File: src/design/snor_pkg.sv
// shared types, codes and result builders for the spi nor command sequencer
`default_nettype none

package snor_pkg;

    // request function codes
    localparam logic [1:0] FUNC_START   = 2'd0;
    localparam logic [1:0] FUNC_PAYLOAD = 2'd1;
    localparam logic [1:0] FUNC_RX      = 2'd2;

    // host operation codes
    localparam logic [3:0] OP_READ    = 4'd0;
    localparam logic [3:0] OP_PROGRAM = 4'd1;
    localparam logic [3:0] OP_SECTOR  = 4'd2;
    localparam logic [3:0] OP_ERASE32 = 4'd3;
    localparam logic [3:0] OP_ERASE64 = 4'd4;
    localparam logic [3:0] OP_STATUS  = 4'd5;
    localparam logic [3:0] OP_FUNCREG = 4'd6;
    localparam logic [3:0] OP_SETPARM = 4'd7;
    localparam logic [3:0] OP_WREN    = 4'd8;

    // result kinds
    localparam logic [1:0] KIND_LINK   = 2'd0;
    localparam logic [1:0] KIND_HOST   = 2'd1;
    localparam logic [1:0] KIND_FINISH = 2'd2;

    // flash opcodes
    localparam logic [7:0] CMD_READ     = 8'h03;
    localparam logic [7:0] CMD_PROGRAM  = 8'h02;
    localparam logic [7:0] CMD_WREN     = 8'h06;
    localparam logic [7:0] CMD_RDSR     = 8'h05;
    localparam logic [7:0] CMD_SECTOR   = 8'hD7;
    localparam logic [7:0] CMD_ERASE32  = 8'h52;
    localparam logic [7:0] CMD_ERASE64  = 8'hD8;
    localparam logic [7:0] CMD_RDFR     = 8'h48;
    localparam logic [7:0] CMD_SETPARM  = 8'hC0;
    localparam logic [7:0] DUMMY_BYTE   = 8'hFF;
    localparam logic [7:0] BUSY_MASK    = 8'h01;

    // sequencer phases
    typedef enum logic [3:0] {
        PH_IDLE    = 4'd0,
        PH_WREN    = 4'd1,
        PH_CMD     = 4'd2,
        PH_ADDR    = 4'd3,
        PH_RDATA   = 4'd4,
        PH_PAYLOAD = 4'd5,
        PH_PDATA   = 4'd6,
        PH_POLLCMD = 4'd7,
        PH_POLL    = 4'd8,
        PH_REGCMD  = 4'd9,
        PH_REGDATA = 4'd10,
        PH_PARCMD  = 4'd11,
        PH_PARDATA = 4'd12,
        PH_SOLO    = 4'd13
    } phase_t;

    // one result item
    typedef struct packed {
        logic [1:0] kind;
        logic [7:0] link_byte;
        logic       release_select;
        logic [7:0] host_byte;
        logic       last;
    } result_t;

    // results produced by one request
    typedef struct packed {
        logic [1:0] count;
        result_t    first;
        result_t    second;
    } push_t;

    function automatic result_t mk_send(input logic [7:0] b, input logic rel);
        result_t r;
        r.kind           = KIND_LINK;
        r.link_byte      = b;
        r.release_select = rel;
        r.host_byte      = 8'd0;
        r.last           = 1'b0;
        return r;
    endfunction

    function automatic result_t mk_host(input logic [7:0] b);
        result_t r;
        r.kind           = KIND_HOST;
        r.link_byte      = 8'd0;
        r.release_select = 1'b0;
        r.host_byte      = b;
        r.last           = 1'b0;
        return r;
    endfunction

    function automatic result_t mk_finish();
        result_t r;
        r.kind           = KIND_FINISH;
        r.link_byte      = 8'd0;
        r.release_select = 1'b0;
        r.host_byte      = 8'd0;
        r.last           = 1'b0;
        return r;
    endfunction

endpackage

`default_nettype wire

File: src/design/snor_if.sv
// request and result channel interfaces
`default_nettype none

interface snor_req_if;
    logic        valid;
    logic        ready;
    logic [1:0]  func;
    logic [3:0]  operation;
    logic [23:0] address;
    logic [8:0]  length;
    logic [7:0]  data_byte;

    modport source (output valid, func, operation, address, length, data_byte, input ready);
    modport sink   (input valid, func, operation, address, length, data_byte, output ready);
endinterface

interface snor_rsp_if;
    logic       valid;
    logic       ready;
    logic [1:0] kind;
    logic [7:0] link_byte;
    logic       release_select;
    logic [7:0] host_byte;
    logic       last;

    modport source (output valid, kind, link_byte, release_select, host_byte, last, input ready);
    modport sink   (input valid, kind, link_byte, release_select, host_byte, last, output ready);
endinterface

`default_nettype wire

File: src/design/snor_rfifo.sv
// result queue: takes up to two results a cycle, hands out one a cycle while rsp.ready is high
`default_nettype none

module snor_rfifo #(
    parameter int DEPTH = 4
) (
    input  wire               clk,
    input  wire               rst_n,
    input  snor_pkg::push_t   push,
    output logic              space2,
    snor_rsp_if.source        rsp
);

    localparam int PW = $clog2(DEPTH);
    localparam int CW = $clog2(DEPTH + 1);

    snor_pkg::result_t mem_reg [DEPTH];
    logic [PW-1:0] wr_ptr_reg, wr_ptr_next;
    logic [PW-1:0] rd_ptr_reg, rd_ptr_next;
    logic [CW-1:0] count_reg, count_next;
    logic [PW-1:0] wr_ptr_inc;
    logic          pop;

    // head of queue drives the result channel
    assign pop                = rsp.valid && rsp.ready;
    assign rsp.valid          = (count_reg != '0);
    assign rsp.kind           = mem_reg[rd_ptr_reg].kind;
    assign rsp.link_byte      = mem_reg[rd_ptr_reg].link_byte;
    assign rsp.release_select = mem_reg[rd_ptr_reg].release_select;
    assign rsp.host_byte      = mem_reg[rd_ptr_reg].host_byte;
    assign rsp.last           = mem_reg[rd_ptr_reg].last;
    assign space2             = (count_reg <= CW'(DEPTH - 2));
    assign wr_ptr_inc         = wr_ptr_reg + PW'(1);

    // pointer and fill count update
    always_comb
    begin
        wr_ptr_next = wr_ptr_reg + PW'(push.count);
        rd_ptr_next = pop ? rd_ptr_reg + PW'(1) : rd_ptr_reg;
        count_next  = count_reg + CW'(push.count) - CW'(pop);
    end

    always_ff @(posedge clk or negedge rst_n)
    begin
        if (!rst_n)
        begin
            wr_ptr_reg <= '0;
            rd_ptr_reg <= '0;
            count_reg  <= '0;
        end
        else
        begin
            wr_ptr_reg <= wr_ptr_next;
            rd_ptr_reg <= rd_ptr_next;
            count_reg  <= count_next;
        end
    end

    // entry storage
    always_ff @(posedge clk)
    begin
        if (push.count != 2'd0)
        begin
            mem_reg[wr_ptr_reg] <= push.first;
        end
        if (push.count == 2'd2)
        begin
            mem_reg[wr_ptr_inc] <= push.second;
        end
    end

    // queue never overfills
    a_no_overflow: assert property (@(posedge clk) disable iff (!rst_n)
        count_reg <= CW'(DEPTH))
        else $error("result queue overfilled");

    // pushes only land when there was room for them
    a_push_room: assert property (@(posedge clk) disable iff (!rst_n)
        push.count != 2'd0 |-> space2)
        else $error("results pushed without room");

    // a lone pop drops the count by one
    a_pop_count: assert property (@(posedge clk) disable iff (!rst_n)
        (pop && push.count == 2'd0) |=> count_reg == $past(count_reg) - CW'(1))
        else $error("pop miscounted");

endmodule

`default_nettype wire

File: src/design/spi_nor_command_sequencer.sv
// spi nor command sequencer top level: request decode, frame state and result queue
//
//   channel  dir  handshake     payload
//   req      in   valid/ready   func, operation, address, length, data_byte
//   rsp      out  valid/ready   kind, link_byte, release_select, host_byte, last
//
// one request transaction is taken per cycle while req.ready is high; its zero to two results
// are written into a four entry result queue in the same cycle and leave one per cycle unless rsp stalls.
// req.ready falls only when the result queue holds more than two results.
// reset clears the phase, the saved operation, address, byte count and address index.
// a stalled rsp fills the queue and then holds req off; nothing is dropped.
`default_nettype none

module spi_nor_command_sequencer #(
    parameter int PAGE_SIZE = 256
) (
    input  wire         clk,
    input  wire         rst_n,
    snor_req_if.sink    req,
    snor_rsp_if.source  rsp
);

    localparam logic [10:0] PAGE_LIM = 11'(PAGE_SIZE);

    snor_pkg::phase_t phase_reg, phase_next;
    logic [3:0]       op_reg, op_next;
    logic [23:0]      addr_reg, addr_next;
    logic [8:0]       left_reg, left_next;
    logic [1:0]       idx_reg, idx_next;

    snor_pkg::push_t  push;
    logic             space2;
    logic             acc;
    logic             rx_ok;
    logic [8:0]       lim;
    logic [8:0]       left_dec;
    logic [1:0]       idx_inc;
    logic             addr_rel;
    logic [7:0]       addr_byte;
    snor_pkg::result_t r0, r1;
    logic [1:0]       n;

    assign req.ready = space2;
    assign acc       = req.valid && req.ready;
    assign rx_ok     = (phase_reg != snor_pkg::PH_IDLE) && (phase_reg != snor_pkg::PH_PAYLOAD);
    assign lim       = ({2'b00, req.length} > PAGE_LIM) ? PAGE_LIM[8:0] : req.length;
    assign left_dec  = (left_reg != 9'd0) ? left_reg - 9'd1 : left_reg;
    assign idx_inc   = idx_reg + 2'd1;
    assign addr_rel  = (idx_inc == 2'd2) &&
                       ((op_reg >= snor_pkg::OP_SECTOR) || (left_reg == 9'd0));
    assign addr_byte = (idx_reg == 2'd0) ? addr_reg[15:8] : addr_reg[7:0];

    // next state
    always_comb
    begin
        phase_next = phase_reg;
        op_next    = op_reg;
        addr_next  = addr_reg;
        left_next  = left_reg;
        idx_next   = idx_reg;
        if (acc)
        begin
            unique case (req.func)
                snor_pkg::FUNC_START:
                begin
                    if (phase_reg == snor_pkg::PH_IDLE)
                    begin
                        op_next   = req.operation;
                        addr_next = req.address;
                        left_next = 9'd0;
                        idx_next  = 2'd0;
                        unique case (req.operation)
                            snor_pkg::OP_READ:
                            begin
                                left_next  = lim;
                                phase_next = snor_pkg::PH_CMD;
                            end
                            snor_pkg::OP_PROGRAM:
                            begin
                                left_next  = lim;
                                phase_next = snor_pkg::PH_WREN;
                            end
                            snor_pkg::OP_SECTOR,
                            snor_pkg::OP_ERASE32,
                            snor_pkg::OP_ERASE64: phase_next = snor_pkg::PH_CMD;
                            snor_pkg::OP_STATUS,
                            snor_pkg::OP_FUNCREG: phase_next = snor_pkg::PH_REGCMD;
                            snor_pkg::OP_SETPARM:
                            begin
                                addr_next  = {16'd0, req.data_byte};
                                phase_next = snor_pkg::PH_PARCMD;
                            end
                            snor_pkg::OP_WREN: phase_next = snor_pkg::PH_SOLO;
                            default: phase_next = snor_pkg::PH_IDLE;
                        endcase
                    end
                end
                snor_pkg::FUNC_PAYLOAD:
                begin
                    if (phase_reg == snor_pkg::PH_PAYLOAD)
                    begin
                        phase_next = snor_pkg::PH_PDATA;
                    end
                end
                snor_pkg::FUNC_RX:
                begin
                    unique case (phase_reg)
                        snor_pkg::PH_WREN: phase_next = snor_pkg::PH_CMD;
                        snor_pkg::PH_CMD:
                        begin
                            phase_next = snor_pkg::PH_ADDR;
                            idx_next   = 2'd0;
                        end
                        snor_pkg::PH_ADDR:
                        begin
                            priority if (idx_reg < 2'd2)
                            begin
                                idx_next = idx_inc;
                            end
                            else if (op_reg == snor_pkg::OP_READ)
                            begin
                                phase_next = (left_reg == 9'd0) ? snor_pkg::PH_IDLE
                                                                : snor_pkg::PH_RDATA;
                            end
                            else if (op_reg == snor_pkg::OP_PROGRAM && left_reg != 9'd0)
                            begin
                                phase_next = snor_pkg::PH_PAYLOAD;
                            end
                            else
                            begin
                                phase_next = snor_pkg::PH_POLLCMD;
                            end
                        end
                        snor_pkg::PH_RDATA:
                        begin
                            left_next = left_dec;
                            if (left_dec == 9'd0)
                            begin
                                phase_next = snor_pkg::PH_IDLE;
                            end
                        end
                        snor_pkg::PH_PDATA:
                        begin
                            left_next  = left_dec;
                            phase_next = (left_dec != 9'd0) ? snor_pkg::PH_PAYLOAD
                                                            : snor_pkg::PH_POLLCMD;
                        end
                        snor_pkg::PH_POLLCMD: phase_next = snor_pkg::PH_POLL;
                        snor_pkg::PH_POLL:
                        begin
                            if ((req.data_byte & snor_pkg::BUSY_MASK) == 8'd0)
                            begin
                                phase_next = snor_pkg::PH_IDLE;
                            end
                        end
                        snor_pkg::PH_REGCMD:  phase_next = snor_pkg::PH_REGDATA;
                        snor_pkg::PH_PARCMD:  phase_next = snor_pkg::PH_PARDATA;
                        snor_pkg::PH_REGDATA,
                        snor_pkg::PH_PARDATA,
                        snor_pkg::PH_SOLO:    phase_next = snor_pkg::PH_IDLE;
                        default:              phase_next = phase_reg;
                    endcase
                end
                default: phase_next = phase_reg;
            endcase
        end
    end

    // results of the accepted request
    always_comb
    begin
        r0 = snor_pkg::mk_finish();
        r1 = snor_pkg::mk_finish();
        n  = 2'd0;
        if (acc)
        begin
            unique case (req.func)
                snor_pkg::FUNC_START:
                begin
                    if (phase_reg == snor_pkg::PH_IDLE)
                    begin
                        n = 2'd1;
                        unique case (req.operation)
                            snor_pkg::OP_READ:    r0 = snor_pkg::mk_send(snor_pkg::CMD_READ, 1'b0);
                            snor_pkg::OP_PROGRAM: r0 = snor_pkg::mk_send(snor_pkg::CMD_WREN, 1'b1);
                            snor_pkg::OP_SECTOR:  r0 = snor_pkg::mk_send(snor_pkg::CMD_SECTOR, 1'b0);
                            snor_pkg::OP_ERASE32: r0 = snor_pkg::mk_send(snor_pkg::CMD_ERASE32, 1'b0);
                            snor_pkg::OP_ERASE64: r0 = snor_pkg::mk_send(snor_pkg::CMD_ERASE64, 1'b0);
                            snor_pkg::OP_STATUS:  r0 = snor_pkg::mk_send(snor_pkg::CMD_RDSR, 1'b0);
                            snor_pkg::OP_FUNCREG: r0 = snor_pkg::mk_send(snor_pkg::CMD_RDFR, 1'b0);
                            snor_pkg::OP_SETPARM: r0 = snor_pkg::mk_send(snor_pkg::CMD_SETPARM, 1'b0);
                            snor_pkg::OP_WREN:    r0 = snor_pkg::mk_send(snor_pkg::CMD_WREN, 1'b1);
                            default:              r0 = snor_pkg::mk_finish();
                        endcase
                    end
                end
                snor_pkg::FUNC_PAYLOAD:
                begin
                    if (phase_reg == snor_pkg::PH_PAYLOAD)
                    begin
                        n  = 2'd1;
                        r0 = snor_pkg::mk_send(req.data_byte, left_reg == 9'd1);
                    end
                end
                snor_pkg::FUNC_RX:
                begin
                    if (rx_ok)
                    begin
                        n = 2'd1;
                        unique case (phase_reg)
                            snor_pkg::PH_WREN:
                                r0 = snor_pkg::mk_send(snor_pkg::CMD_PROGRAM, 1'b0);
                            snor_pkg::PH_CMD:
                                r0 = snor_pkg::mk_send(addr_reg[23:16], 1'b0);
                            snor_pkg::PH_ADDR:
                            begin
                                priority if (idx_reg < 2'd2)
                                begin
                                    r0 = snor_pkg::mk_send(addr_byte, addr_rel);
                                end
                                else if (op_reg == snor_pkg::OP_READ)
                                begin
                                    r0 = (left_reg == 9'd0) ? snor_pkg::mk_finish()
                                         : snor_pkg::mk_send(snor_pkg::DUMMY_BYTE,
                                                             left_reg == 9'd1);
                                end
                                else if (op_reg == snor_pkg::OP_PROGRAM && left_reg != 9'd0)
                                begin
                                    n = 2'd0;
                                end
                                else
                                begin
                                    r0 = snor_pkg::mk_send(snor_pkg::CMD_RDSR, 1'b0);
                                end
                            end
                            snor_pkg::PH_RDATA:
                            begin
                                n  = 2'd2;
                                r0 = snor_pkg::mk_host(req.data_byte);
                                r1 = (left_dec != 9'd0)
                                     ? snor_pkg::mk_send(snor_pkg::DUMMY_BYTE, left_dec == 9'd1)
                                     : snor_pkg::mk_finish();
                            end
                            snor_pkg::PH_PDATA:
                            begin
                                if (left_dec != 9'd0)
                                begin
                                    n = 2'd0;
                                end
                                else
                                begin
                                    r0 = snor_pkg::mk_send(snor_pkg::CMD_RDSR, 1'b0);
                                end
                            end
                            snor_pkg::PH_POLLCMD:
                                r0 = snor_pkg::mk_send(snor_pkg::DUMMY_BYTE, 1'b0);
                            snor_pkg::PH_POLL:
                            begin
                                r0 = ((req.data_byte & snor_pkg::BUSY_MASK) != 8'd0)
                                     ? snor_pkg::mk_send(snor_pkg::DUMMY_BYTE, 1'b0)
                                     : snor_pkg::mk_finish();
                            end
                            snor_pkg::PH_REGCMD:
                                r0 = snor_pkg::mk_send(snor_pkg::DUMMY_BYTE, 1'b1);
                            snor_pkg::PH_REGDATA:
                            begin
                                n  = 2'd2;
                                r0 = snor_pkg::mk_host(req.data_byte);
                                r1 = snor_pkg::mk_finish();
                            end
                            snor_pkg::PH_PARCMD:
                                r0 = snor_pkg::mk_send(addr_reg[7:0], 1'b1);
                            snor_pkg::PH_PARDATA,
                            snor_pkg::PH_SOLO:
                                r0 = snor_pkg::mk_finish();
                            default:
                                n = 2'd0;
                        endcase
                    end
                end
                default: n = 2'd0;
            endcase
        end
        // mark the final result of this transaction
        if (n == 2'd1)
        begin
            r0.last = 1'b1;
        end
        if (n == 2'd2)
        begin
            r1.last = 1'b1;
        end
    end

    assign push.count  = n;
    assign push.first  = r0;
    assign push.second = r1;

    // frame state registers
    always_ff @(posedge clk or negedge rst_n)
    begin
        if (!rst_n)
        begin
            phase_reg <= snor_pkg::PH_IDLE;
            op_reg    <= 4'd0;
            addr_reg  <= 24'd0;
            left_reg  <= 9'd0;
            idx_reg   <= 2'd0;
        end
        else
        begin
            phase_reg <= phase_next;
            op_reg    <= op_next;
            addr_reg  <= addr_next;
            left_reg  <= left_next;
            idx_reg   <= idx_next;
        end
    end

    // result queue
    snor_rfifo #(
        .DEPTH (4)
    ) u_rfifo (
        .clk    (clk),
        .rst_n  (rst_n),
        .push   (push),
        .space2 (space2),
        .rsp    (rsp)
    );

    // a read data phase always has bytes still to come
    a_rdata_left: assert property (@(posedge clk) disable iff (!rst_n)
        phase_reg == snor_pkg::PH_RDATA |-> left_reg != 9'd0)
        else $error("read data phase with no bytes left");

    // payload wait only happens inside a program with bytes left
    a_payload_prog: assert property (@(posedge clk) disable iff (!rst_n)
        phase_reg == snor_pkg::PH_PAYLOAD |-> (op_reg == snor_pkg::OP_PROGRAM && left_reg != 9'd0))
        else $error("payload wait outside a program");

    // returning to idle always comes with a finish result
    a_idle_finish: assert property (@(posedge clk) disable iff (!rst_n)
        (phase_reg != snor_pkg::PH_IDLE && phase_next == snor_pkg::PH_IDLE) |->
        (n != 2'd0 && ((n == 2'd1 && r0.kind == snor_pkg::KIND_FINISH) ||
                       (n == 2'd2 && r1.kind == snor_pkg::KIND_FINISH))))
        else $error("went idle without a finish result");

    // address index stays within the three address bytes
    a_idx_range: assert property (@(posedge clk) disable iff (!rst_n)
        idx_reg != 2'd3)
        else $error("address index out of range");

endmodule

`default_nettype wire

File: src/flat_wrapper.sv
// flat-port wrapper written by rule: the top's interface ports become plain ports
module spi_nor_command_sequencer_flat 
#(
    parameter int PAGE_SIZE = 256
)
  (clk, rst_n, req_valid, req_func, req_operation, req_address, req_length, req_data_byte, req_ready, rsp_valid, rsp_kind, rsp_link_byte, rsp_release_select, rsp_host_byte, rsp_last, rsp_ready);
  snor_req_if req_i ();
  snor_rsp_if rsp_i ();
  input  wire clk;
  input  wire rst_n;
  input wire logic [$bits(req_i.valid)-1:0] req_valid;
  input wire logic [$bits(req_i.func)-1:0] req_func;
  input wire logic [$bits(req_i.operation)-1:0] req_operation;
  input wire logic [$bits(req_i.address)-1:0] req_address;
  input wire logic [$bits(req_i.length)-1:0] req_length;
  input wire logic [$bits(req_i.data_byte)-1:0] req_data_byte;
  output wire logic [$bits(req_i.ready)-1:0] req_ready;
  output wire logic [$bits(rsp_i.valid)-1:0] rsp_valid;
  output wire logic [$bits(rsp_i.kind)-1:0] rsp_kind;
  output wire logic [$bits(rsp_i.link_byte)-1:0] rsp_link_byte;
  output wire logic [$bits(rsp_i.release_select)-1:0] rsp_release_select;
  output wire logic [$bits(rsp_i.host_byte)-1:0] rsp_host_byte;
  output wire logic [$bits(rsp_i.last)-1:0] rsp_last;
  input wire logic [$bits(rsp_i.ready)-1:0] rsp_ready;
  assign req_i.valid = req_valid;
  assign req_i.func = req_func;
  assign req_i.operation = req_operation;
  assign req_i.address = req_address;
  assign req_i.length = req_length;
  assign req_i.data_byte = req_data_byte;
  assign req_ready = req_i.ready;
  assign rsp_valid = rsp_i.valid;
  assign rsp_kind = rsp_i.kind;
  assign rsp_link_byte = rsp_i.link_byte;
  assign rsp_release_select = rsp_i.release_select;
  assign rsp_host_byte = rsp_i.host_byte;
  assign rsp_last = rsp_i.last;
  assign rsp_i.ready = rsp_ready;
  spi_nor_command_sequencer #(.PAGE_SIZE(PAGE_SIZE)) u_core (.clk(clk), .rst_n(rst_n), .req(req_i), .rsp(rsp_i));
endmodule
File: config.mk
export PLATFORM = sky130hd
export DESIGN_NAME = spi_nor_command_sequencer_flat
export DESIGN_NICKNAME = d
export VERILOG_FILES = /design/src/design/snor_pkg.sv /design/src/design/snor_if.sv /design/src/design/snor_rfifo.sv /design/src/design/spi_nor_command_sequencer.sv /design/src/flat_wrapper.sv
export SDC_FILE = /design/constraint.sdc
export NUM_CORES = 1
export LEC_CHECK = 0
export BUFFER_PORTS_ARGS = -buffer_cell sky130_fd_sc_hd__buf_2
export CAP_MARGIN = 0
export CORE_AREA = 4 4 160 162
export CTS_BUF_LIST = sky130_fd_sc_hd__clkbuf_2 sky130_fd_sc_hd__clkbuf_4 sky130_fd_sc_hd__clkbuf_8
export DETAILED_ROUTE_END_ITERATION = 10
export DIE_AREA = 0 0 164 166
export SYNTH_ARGS = -nofsm -noshare
export SYNTH_HDL_FRONTEND = slang
export SYNTH_HIERARCHICAL = 1
export SYNTH_SLANG_ARGS = --single-unit
File: constraint.sdc
create_clock -name clk -period 4 [get_ports clk]
set_input_delay 0.2 -clock clk [delete_from_list [all_inputs] [get_ports clk]]
set_output_delay 0.2 -clock clk [all_outputs]
set_load 0.01 [all_outputs]
==> flow_metrics.py, run 1 <==
metrics = {
    "floorplan": {
        "die_x_um": 164,
        "start_util": 0.348,
        "core-area_um2": 24100,
        "pin_count": 73,
        "dieArea_um2": 27200,
        "die_h_um": 166,
        "rows": 57,
    },
    "timing": {
        "slew_headroom": 0.216,
        "slew_viol_final": 0,
        "finalHoldViolCount": 0,
        "holdWs_ns": 0.0301,
        "setup_viol": 0,
        "rsz0062_at_grt": "no",
        "max_freq_ghz": 0.270,
        "tns_ns": 0,
        "tightest_slew_ns": 1.17,
        "layout_worst_path_cycle_share": 0.927,
        "fin_crit_ns": 3.71,
        "skew_ns": 0.0159,
    },
    "clock_tree": {
        "htreeDepth": 4,
        "cts_tree": "built",
        "cts_root_buffer": "clkbuf_8",
        "cts_sinks": 130,
        "cts.clk_slew.worst_paths_ns": 0.09,
        "cts_buffer_depth": 2,
        "cts_setup_buffers": 0,
        "numCtsBuffers": 17,
        "clock_latency_ns": 0.46,
    },
    "worst_setup_path": {
        "r2r_start": "u_core/left_reg[0]$_DFFE_PN0P_",
        "r2r_setup_slack_ns": 0.29,
        "crit_required_ns": 4.07,
        "r2r-end": "u_core/u_rfifo/mem_reg[2][12]$_DFFE_PP_",
        "cp-start-kind": "flip-flop",
        "ff2ff_path_depth": 9,
        "cp_max_fo": 20,
        "critPathKind": "reg2reg",
        "crit_path_end_kind": "flip-flop",
        "cp_data_arrival_time_ns": 3.78,
    },
    "synthesis": {
        "synth.top_cell.area_share": 0.286,
        "synth_enable_flop_cells": 80,
        "yosys_warnings": 6,
        "synth_area_leaders": "edfxtp_1 29%, dfrtp_1 15%, mux2_4 10%",
        "synthCells": 729,
        "synth_flop_cell": "edfxtp_1",
        "ys_seq_area_frac": 0.436,
        "syn_area_um2": 8390,
        "post_synth.cell_area_avg_um2": 11.5,
        "synth_async_sr_flop_share": 0.385,
        "synth_cell_types": 82,
        "synth-seq-cells": 130,
        "synth_top_area_cell": "edfxtp_1",
    },
    "global_route": {
        "grt_max_degree": 53,
        "antenna_found_initial": 0,
        "grt_overflow": 0,
        "grt_pass1_vias": 6006,
        "grt_first_pass_wirelength_um": 33500,
        "gr-usage-all-layers": 0.157,
    },
    "routing": {
        "wire_per_inst_um": 17.8,
        "wirelength_um": 21200,
        "viasPerCell": 5.18,
        "routed-via-count": 6174,
        "drt_iter0_drc": 457,
        "drc": 0,
        "ant_nets": 0,
        "drt_first_pass_iters": 5,
    },
    "job": {
        "max-cap-violations": 0,
    },
    "placement": {
        "place_area_um2": 9240,
        "dp_hpwl_um": 15200,
        "io_buffers": 72,
        "routabilityCongestion": 0.878,
    },
    "layout": {
        "post-route-cell-area_um2": 9850,
        "fin_nets": 926,
        "area_growth_pct": 17.5,
        "largest_reg_flops": 80,
        "antenna_cells": 0,
        "layout-drive-gt1-share": 0.276,
    },
    "power_and_ir_drop": {
        "power.density_nw_per_um2": 531,
        "leakage_uw": 0.00410,
        "power_uw": 5230,
        "peakVddDrop_uv": 309,
    },
    "worst_hold_path": {
        "worstHoldEndpoint": "u_core/addr_reg[7]$_DFFE_PN0P_",
        "hp-class": "in2reg",
        "min-delay-start": "req_address[7]",
        "whs_path_depth": 3,
    },
    "status": {
        "status": "completed",
    },
}
power breakdown:
| group | switching (uW) | internal [uW] |
|---|---|---|
| sequential | 392 | 1680 |
| clock | 631 | 524 |
| combinational | 1060 | 941 |
synthesized netlist by cell type, types with 20 or more instances:
cell type / instances
a21oi_1: 26
clkbuf_1: 22
dfrtp_1: 50
edfxtp_1: 80
inv_1: 27
mux2_1: 20
mux2_4: 58
mux4_2: 20
nand2_1: 82
nor2_1: 31
o21ai_0: 23
o21ai_1: 25
critical path, stage by stage (launching register included):
cell	delay [ns]
dfrtp_1	0.51
inv_1	0.13
ha_1	0.16
or3b_4	0.42
o32ai_2	0.34
nand3_1	0.15
nor2_1	0.17
o31a_1	0.40
nor2_1	0.17
o21bai_2	0.86
cells in the final DEF, fill, tap and decap left out, types with 20 or more instances in the layout:
cell	synthesis	final
dfrtp_1	50	50
dlygate4sd3_1	0	22
buf_2	10	72
nor2_1	31	30
mux2_4	58	58
mux4_2	20	20
o21ai_1	25	25
conb_1	1	36
edfxtp_1	80	80
inv_1	27	27
buf_4	6	28
mux2_1	20	20
nand2_1	82	82
o21ai_0	23	23
a21oi_1	26	26
how the worst max path moves through the flow:
stage / from / to / slack, ns / depth (start not counted)
after global placement: u_core/left_reg[0]$_DFFE_PN0P_ / u_core/u_rfifo/mem_reg[2][12]$_DFFE_PP_ / 0.29 / 9
after floorplan: u_core/u_rfifo/count_reg[0]$_DFF_PN0_ / u_core/u_rfifo/mem_reg[2][0]$_DFFE_PP_ / 0.33 / 8
after CTS: u_core/left_reg[0]$_DFFE_PN0P_ / u_core/u_rfifo/mem_reg[2][12]$_DFFE_PP_ / 0.23 / 9
after global routing: u_core/left_reg[0]$_DFFE_PN0P_ / u_core/u_rfifo/mem_reg[2][12]$_DFFE_PP_ / 0.03 / 9
after detailed placement: u_core/left_reg[0]$_DFFE_PN0P_ / u_core/u_rfifo/mem_reg[2][15]$_DFFE_PP_ / 0.27 / 9
final: u_core/left_reg[0]$_DFFE_PN0P_ / u_core/u_rfifo/mem_reg[2][12]$_DFFE_PP_ / 0.29 / 9
cell families (layout without fill, tap and decap cells):
kind of cell | after synthesis | after routing | synth area share
AOI/OAI and AO/OA | 162 | 162 | 0.131
and+or+nand+nor | 205 | 205 | 0.128
DFF | 130 | 130 | 0.436
buffers and inverters | 77 | 181 | 0.0468
adders and majority gates | 20 | 20 | 0.0307
xor gates and xnor gates | 9 | 9 | 0.00940
muxes | 125 | 125 | 0.218
other | 1 | 36 | 0.000447
stage by stage:
stage	utilization	worst slack [ns]	std cells
finish	0.409	0.292	1192
global route	0.409	0.0347	1192
detailed placement	0.383	0.268	1138
global placement	0.383	0.292	1138
floorplan	-	0.328	764
CTS	0.409	0.234	1192
metal layers:
metal	wire, um	track usage	part of all wire	up-vias
met3	1210	0.0333	0.057	15
met5	0	0	0	-
met2	9970	0.248	0.47	181
met1	9860	0.222	0.46	3016
li1	-	-	-	2962
met4	190	0.0354	0.0089	0
area by class of cell:
cell class,instances,area [um^2]
Timing Repair Buffer,122,791
Multi-Input combinational cell,557,4500
Sequential cell,130,3650
Fill cell,2420,14300
Tap cell,324,405
Clock inverter,15,165
Inverter,27,101
Clock buffer,17,234
repair_timing:
item,in CTS,in global routing
endpoints found under the hold margin,71,0
hold buffers,22,0
gates resized for setup,0,0
setup endpoints to repair,0,0
No activity file was read; power rests on OpenSTA's default activity.
==> inputs of run 2 (changes only) <==
--- a/constraint.sdc
+++ b/constraint.sdc
@@ -3,2 +3,2 @@
 set_output_delay 0.2 -clock clk [all_outputs]
-set_load 0.01 [all_outputs]
+set_load 0.1 [all_outputs]
==> run 2 against run 1 <==
  * Flip-flop and latch count stayed put
  * Critical path type unchanged
  * Critical endpoint is now u_core/u_rfifo/mem_reg[0][16]$_DFFE_PP_
  * Largest power group is now combinational logic
  * Die area did not move
  * Total power up 14%
  * First-iteration DRC count decreased by 6.8%
==> flow_metrics.py, run 2 (same netlist as run 1, synthesis figures left out) <==
metrics = {
    "layout": {
        "fill_cells": 2353,
        "largest_reg_flops": 80,
        "area_growth_pct": 17.7,
        "layout_common_cells": "82 x nand2_1, 80 x edfxtp_1, 72 x buf_2",
        "fin_nets": 927,
        "antenna_cells": 0,
        "layout-drive-gt1-share": 0.276,
        "final_util": 0.410,
        "final_common_cell": "nand2_1",
    },
    "clock_tree": {
        "cts_sinks": 130,
        "cts_buffer_depth": 2,
        "numCtsBuffers": 17,
        "clock_latency_ns": 0.46,
        "cts_root_buffer": "clkbuf_8",
        "cts_hold_buf": 23,
        "cts_tree": "built",
        "post_cts_resized": 0,
        "cts_setup_buffers": 0,
        "cts.clk_slew.worst_paths_ns": 0.09,
        "htreeDepth": 4,
    },
    "power_and_ir_drop": {
        "power_uw": 5990,
        "leakage_uw": 0.00408,
        "switching_share": 0.474,
        "p_comb_frac": 0.469,
        "switchingPower_uw": 2840,
        "intPower_uw": 3150,
        "p_clk_frac": 0.183,
        "power.density_nw_per_um2": 607,
        "peakVddDrop_uv": 399,
        "seqPwrFrac": 0.348,
    },
    "timing": {
        "skew_ns": 0.0151,
        "slew_headroom": 0.241,
        "tns_ns": 0,
        "layout_worst_path_cycle_share": 0.920,
        "rsz0062_at_grt": "no",
        "slew_viol_final": 0,
        "fin_crit_ns": 3.68,
        "holdWs_ns": 0.0255,
        "setup_viol": 0,
        "finalHoldViolCount": 0,
        "max_freq_ghz": 0.272,
        "worst_slack_ns": 0.318,
        "tightest_slew_ns": 1.14,
    },
    "routing": {
        "drc": 0,
        "wirelength_um": 21800,
        "viasPerCell": 5.22,
        "drt_first_pass_iters": 5,
        "drt_iter0_drc": 426,
        "routed-via-count": 6225,
        "wire_per_inst_um": 18.2,
        "ant_nets": 0,
    },
    "placement": {
        "routabilityCongestion": 0.902,
        "dp_hpwl_um": 15600,
        "io_buffers": 72,
        "pre_cts_ws_ns": 0.320,
    },
    "floorplan": {
        "start_util": 0.348,
        "core-area_um2": 24100,
        "die_x_um": 164,
        "rows": 57,
        "pin_count": 73,
        "die_h_um": 166,
        "dieArea_um2": 27200,
    },
    "worst_setup_path": {
        "critPathKind": "reg2reg",
        "cp_max_fo": 20,
        "crit_path_end_kind": "flip-flop",
        "cp-start-kind": "flip-flop",
        "cp_data_arrival_time_ns": 3.75,
        "r2r_setup_slack_ns": 0.32,
        "crit_required_ns": 4.07,
    },
    "global_route": {
        "grt_pass1_vias": 6155,
        "grt_max_degree": 51,
        "grt_first_pass_wirelength_um": 34100,
        "gr-usage-all-layers": 0.160,
        "grt_overflow": 0,
        "antenna_found_initial": 0,
    },
    "job": {
        "max-cap-violations": 0,
    },
    "status": {
        "status": "completed",
    },
    "worst_hold_path": {
        "hp-class": "in2reg",
    },
}
-- run 2: area by class of cell --
type,count,area [um^2],share of cell area
clock inverter,14,130,0.0132
timing repair buffer,123,826,0.0836
multi-input combinational,557,4520,0.457
tap,324,405,0.0411
clock buffer,18,241,0.0245
sequential,130,3650,0.370
inverter,27,101,0.0103
-- run 2: metal layers --
| layer | GRT usage | vias to the layer above | part of all wire |
|---|---|---|---|
| li1 | - | 2966 | - |
| met1 | 0.222 | 3053 | 0.45 |
| met3 | 0.0365 | 24 | 0.053 |
| met2 | 0.256 | 182 | 0.48 |
| met5 | 0 | - | 0 |
| met4 | 0.0398 | 0 | 0.014 |
-- run 2: power groups by stage --
stage | logic [uW] | registers, uW | clock network, uW
after floorplan | 2440 | 1880 | 0
after global placement | 2770 | 2110 | 0
after detailed placement | 2790 | 2120 | 0
after CTS | 2810 | 2090 | 1120
after global routing | 3030 | 2140 | 1170
final | 2810 | 2090 | 1090
-- run 2: worst paths after layout --
check	depth (start not counted)	startpoint	end
setup / recovery	9	u_core/left_reg[0]$_DFFE_PN0P_	u_core/u_rfifo/mem_reg[0][16]$_DFFE_PP_
hold / removal	3	req_address[7]	u_core/addr_reg[7]$_DFFE_PN0P_
setup reg to reg	9	u_core/left_reg[0]$_DFFE_PN0P_	u_core/u_rfifo/mem_reg[0][16]$_DFFE_PP_
hold reg to reg	2	u_core/addr_reg[10]$_DFFE_PN0P_	u_core/addr_reg[10]$_DFFE_PN0P_
max in group asynchronous	3	rst_n	u_core/u_rfifo/count_reg[2]$_DFF_PN0_
min in group asynchronous	3	rst_n	u_core/addr_reg[19]$_DFFE_PN0P_
-- run 2: metrics by stage --
stage	cell area (um^2)	instances
2_1_floorplan	8540	764
3_3_place_gp	9270	1138
3_5_place_dp	9270	1138
4_1_cts	9870	1193
5_1_grt	9870	1193
6_report	9870	1193
-- run 2: worst max-delay path, stage by stage (launching register included) --
cell and delay (ns):
dfrtp_1 0.50, inv_1 0.13, ha_1 0.17, or3b_4 0.42, o32ai_2 0.35, nand3_1 0.19, nor2_1 0.18, o31a_1 0.32
nor2_1 0.15, o31ai_4 0.89
==> inputs of run 3 (changes only) <==
CAP_MARGIN = not set   (was 0)
CTS_BUF_LIST = not set   (was sky130_fd_sc_hd__clkbuf_2 sky130_fd_sc_hd__clkbuf_4 sky130_fd_sc_hd__clkbuf_8)
==> run 3 against run 2 <==
  * Worst hold slack got worse by 0.014 ns
  * Flip-flop and latch count unchanged
  * Routed wire length increased by 0.26%
  * Clock power increased by 38%
  * Die area unchanged
  * Sequential power about the same
  * Register-to-register slack improved by 0.02 ns
  * Non-clock buffer count decreased by 15
  * Count of clock-buffer cells in the layout unchanged
  * Clock skew increased by 0.0050 ns
  * Critical endpoint unchanged
  * Highest routed layer unchanged
==> flow_metrics.py, run 3 (same netlist as run 1, synthesis figures left out) <==
metrics = {
    "global_route": {
        "busiest_layer": "met2",
        "antenna_found_initial": 0,
        "grt_pass1_vias": 6170,
        "use_met1": 0.221,
        "grt_first_pass_wirelength_um": 34100,
        "grt_max_degree": 51,
        "gr-usage-all-layers": 0.160,
        "met3_usage": 0.0340,
        "use_met2": 0.258,
        "grt_overflow": 0,
    },
    "worst_setup_path": {
        "crit_path_end_kind": "flip-flop",
        "cp_data_arrival_time_ns": 3.70,
        "crit_buf_inv": 1,
        "cp-start-kind": "flip-flop",
        "cp_cell_sequence": "inv_1 > ha_1 > or3b_4 > o32ai_2 > nand3_1 > nor2_1 > o31a_1 > nor2_1 > o31ai_4",
        "slowest_stage": "o31ai_4",
        "cp_max_fo": 20,
        "critPathTopFamily": "compound AO/OA/AOI/OAI gates",
        "cpMostUsedCell": "nor2_1",
        "slowest_delay_ns": 0.89,
        "critPathKind": "reg2reg",
        "crit_required_ns": 4.04,
    },
    "layout": {
        "area_growth_pct": 18.2,
        "fin_nets": 912,
        "final_common_cell": "nand2_1",
        "layout_common_cells": "82 x nand2_1, 80 x edfxtp_1, 72 x buf_2",
        "layout-drive-gt1-share": 0.280,
        "post-route-cell-area_um2": 9910,
        "fill_cells": 2342,
        "antenna_cells": 0,
        "largest_reg_flops": 80,
    },
    "placement": {
        "routabilityCongestion": 0.902,
        "io_buffers": 72,
        "place_area_um2": 9270,
        "dp_hpwl_um": 15600,
    },
    "floorplan": {
        "dieArea_um2": 27200,
        "rows": 57,
        "core-area_um2": 24100,
        "start_util": 0.348,
        "die_h_um": 166,
        "die_x_um": 164,
        "pin_count": 73,
    },
    "timing": {
        "tns_ns": 0,
        "skew_ns": 0.0200,
        "max_freq_ghz": 0.273,
        "layout_worst_path_cycle_share": 0.917,
        "slew_headroom": 0.218,
        "tightest_slew_ns": 1.17,
        "finalHoldViolCount": 0,
        "rsz0062_at_grt": "no",
        "setup_viol": 0,
        "fin_crit_ns": 3.67,
        "slew_viol_final": 0,
    },
    "routing": {
        "ant_nets": 0,
        "viasPerCell": 5.24,
        "drc": 0,
        "drt_first_pass_iters": 5,
        "drt_iter0_drc": 494,
        "wirelength_um": 21800,
        "routed-via-count": 6174,
        "wire_per_inst_um": 18.5,
    },
    "clock_tree": {
        "htreeDepth": 4,
        "clock_latency_ns": 0.43,
        "cts_setup_buffers": 0,
        "cts_sinks": 130,
        "cts_buffer_depth": 2,
        "cts_root_buffer": "clkbuf_16",
        "cts.clk_slew.worst_paths_ns": 0.07,
        "cts_tree": "built",
        "numCtsBuffers": 17,
    },
    "power_and_ir_drop": {
        "power.density_nw_per_um2": 645,
        "power_uw": 6390,
        "peakVddDrop_uv": 400,
        "leakage_uw": 0.00410,
    },
    "status": {
        "status": "completed",
    },
    "job": {
        "max-cap-violations": 0,
    },
    "worst_hold_path": {
        "hp-class": "in2reg",
    },
}
[run 3: path summary, 6_finish.rpt]
path | start | endpoint | slack, ns | cells after the start
setup / recovery | u_core/left_reg[0]$_DFFE_PN0P_ | u_core/u_rfifo/mem_reg[0][16]$_DFFE_PP_ | 0.33 | 9
hold / removal | req_length[4] | u_core/left_reg[4]$_DFFE_PN0P_ | 0.01 | 3
setup reg to reg | u_core/left_reg[0]$_DFFE_PN0P_ | u_core/u_rfifo/mem_reg[0][16]$_DFFE_PP_ | 0.33 | 9
hold reg to reg | u_core/addr_reg[11]$_DFFE_PN0P_ | u_core/addr_reg[11]$_DFFE_PN0P_ | 0.49 | 2
max in group asynchronous | rst_n | u_core/u_rfifo/count_reg[2]$_DFF_PN0_ | 3.10 | 3
min in group asynchronous | rst_n | u_core/addr_reg[19]$_DFFE_PN0P_ | 0.44 | 3
[run 3: timing repair]
action	4_1_cts	5_1_grt
endpoints found under the hold margin	57	0
gates resized for setup	0	0
hold buffers	8	0
[run 3: stage by stage]
stage	utilization	setup slack (ns)	instances	hold slack (ns)
after global routing	0.411	0.0964	1178	0.0197
after CTS	0.411	0.310	1178	0.000178
after detailed placement	0.385	0.320	1138	0.377
after floorplan	-	0.0658	764	-0.0956
after global placement	0.385	0.375	1138	0.377
final	0.411	0.333	1178	0.0113
[run 3: cell type report]
class / count / area, um^2 / share of cell area
Clock buffer: 18 / 429 / 0.0433
Tap cell: 324 / 405 / 0.0409
Inverter: 27 / 101 / 0.0102
Timing Repair Buffer: 108 / 676 / 0.0682
Clock inverter: 14 / 130 / 0.0131
Multi-Input combinational cell: 557 / 4520 / 0.456
Sequential cell: 130 / 3650 / 0.369
[run 3: metal layers]
layer  share of wire  vias to the layer above
met4           0.015                        0
met2            0.48                      173
met5               0                        -
met1            0.46                     3030
met3           0.048                       28
li1                -                     2943
[run 3: worst register-to-register path, cell delays in order, from the launching register on]
cell and delay (ns):
dfrtp_1 0.49, inv_1 0.13, ha_1 0.17, or3b_4 0.42, o32ai_2 0.35, nand3_1 0.18
nor2_1 0.17, o31a_1 0.32, nor2_1 0.15, o31ai_4 0.89
[run 3: where the power goes]
group / internal [uW] / leakage (uW) / total, uW / switching (uW)
logic: 950 / 0.00246 / 2800 / 1850
registers: 1690 / 0.00138 / 2090 / 400
clock network: 863 / 0.000261 / 1500 / 639
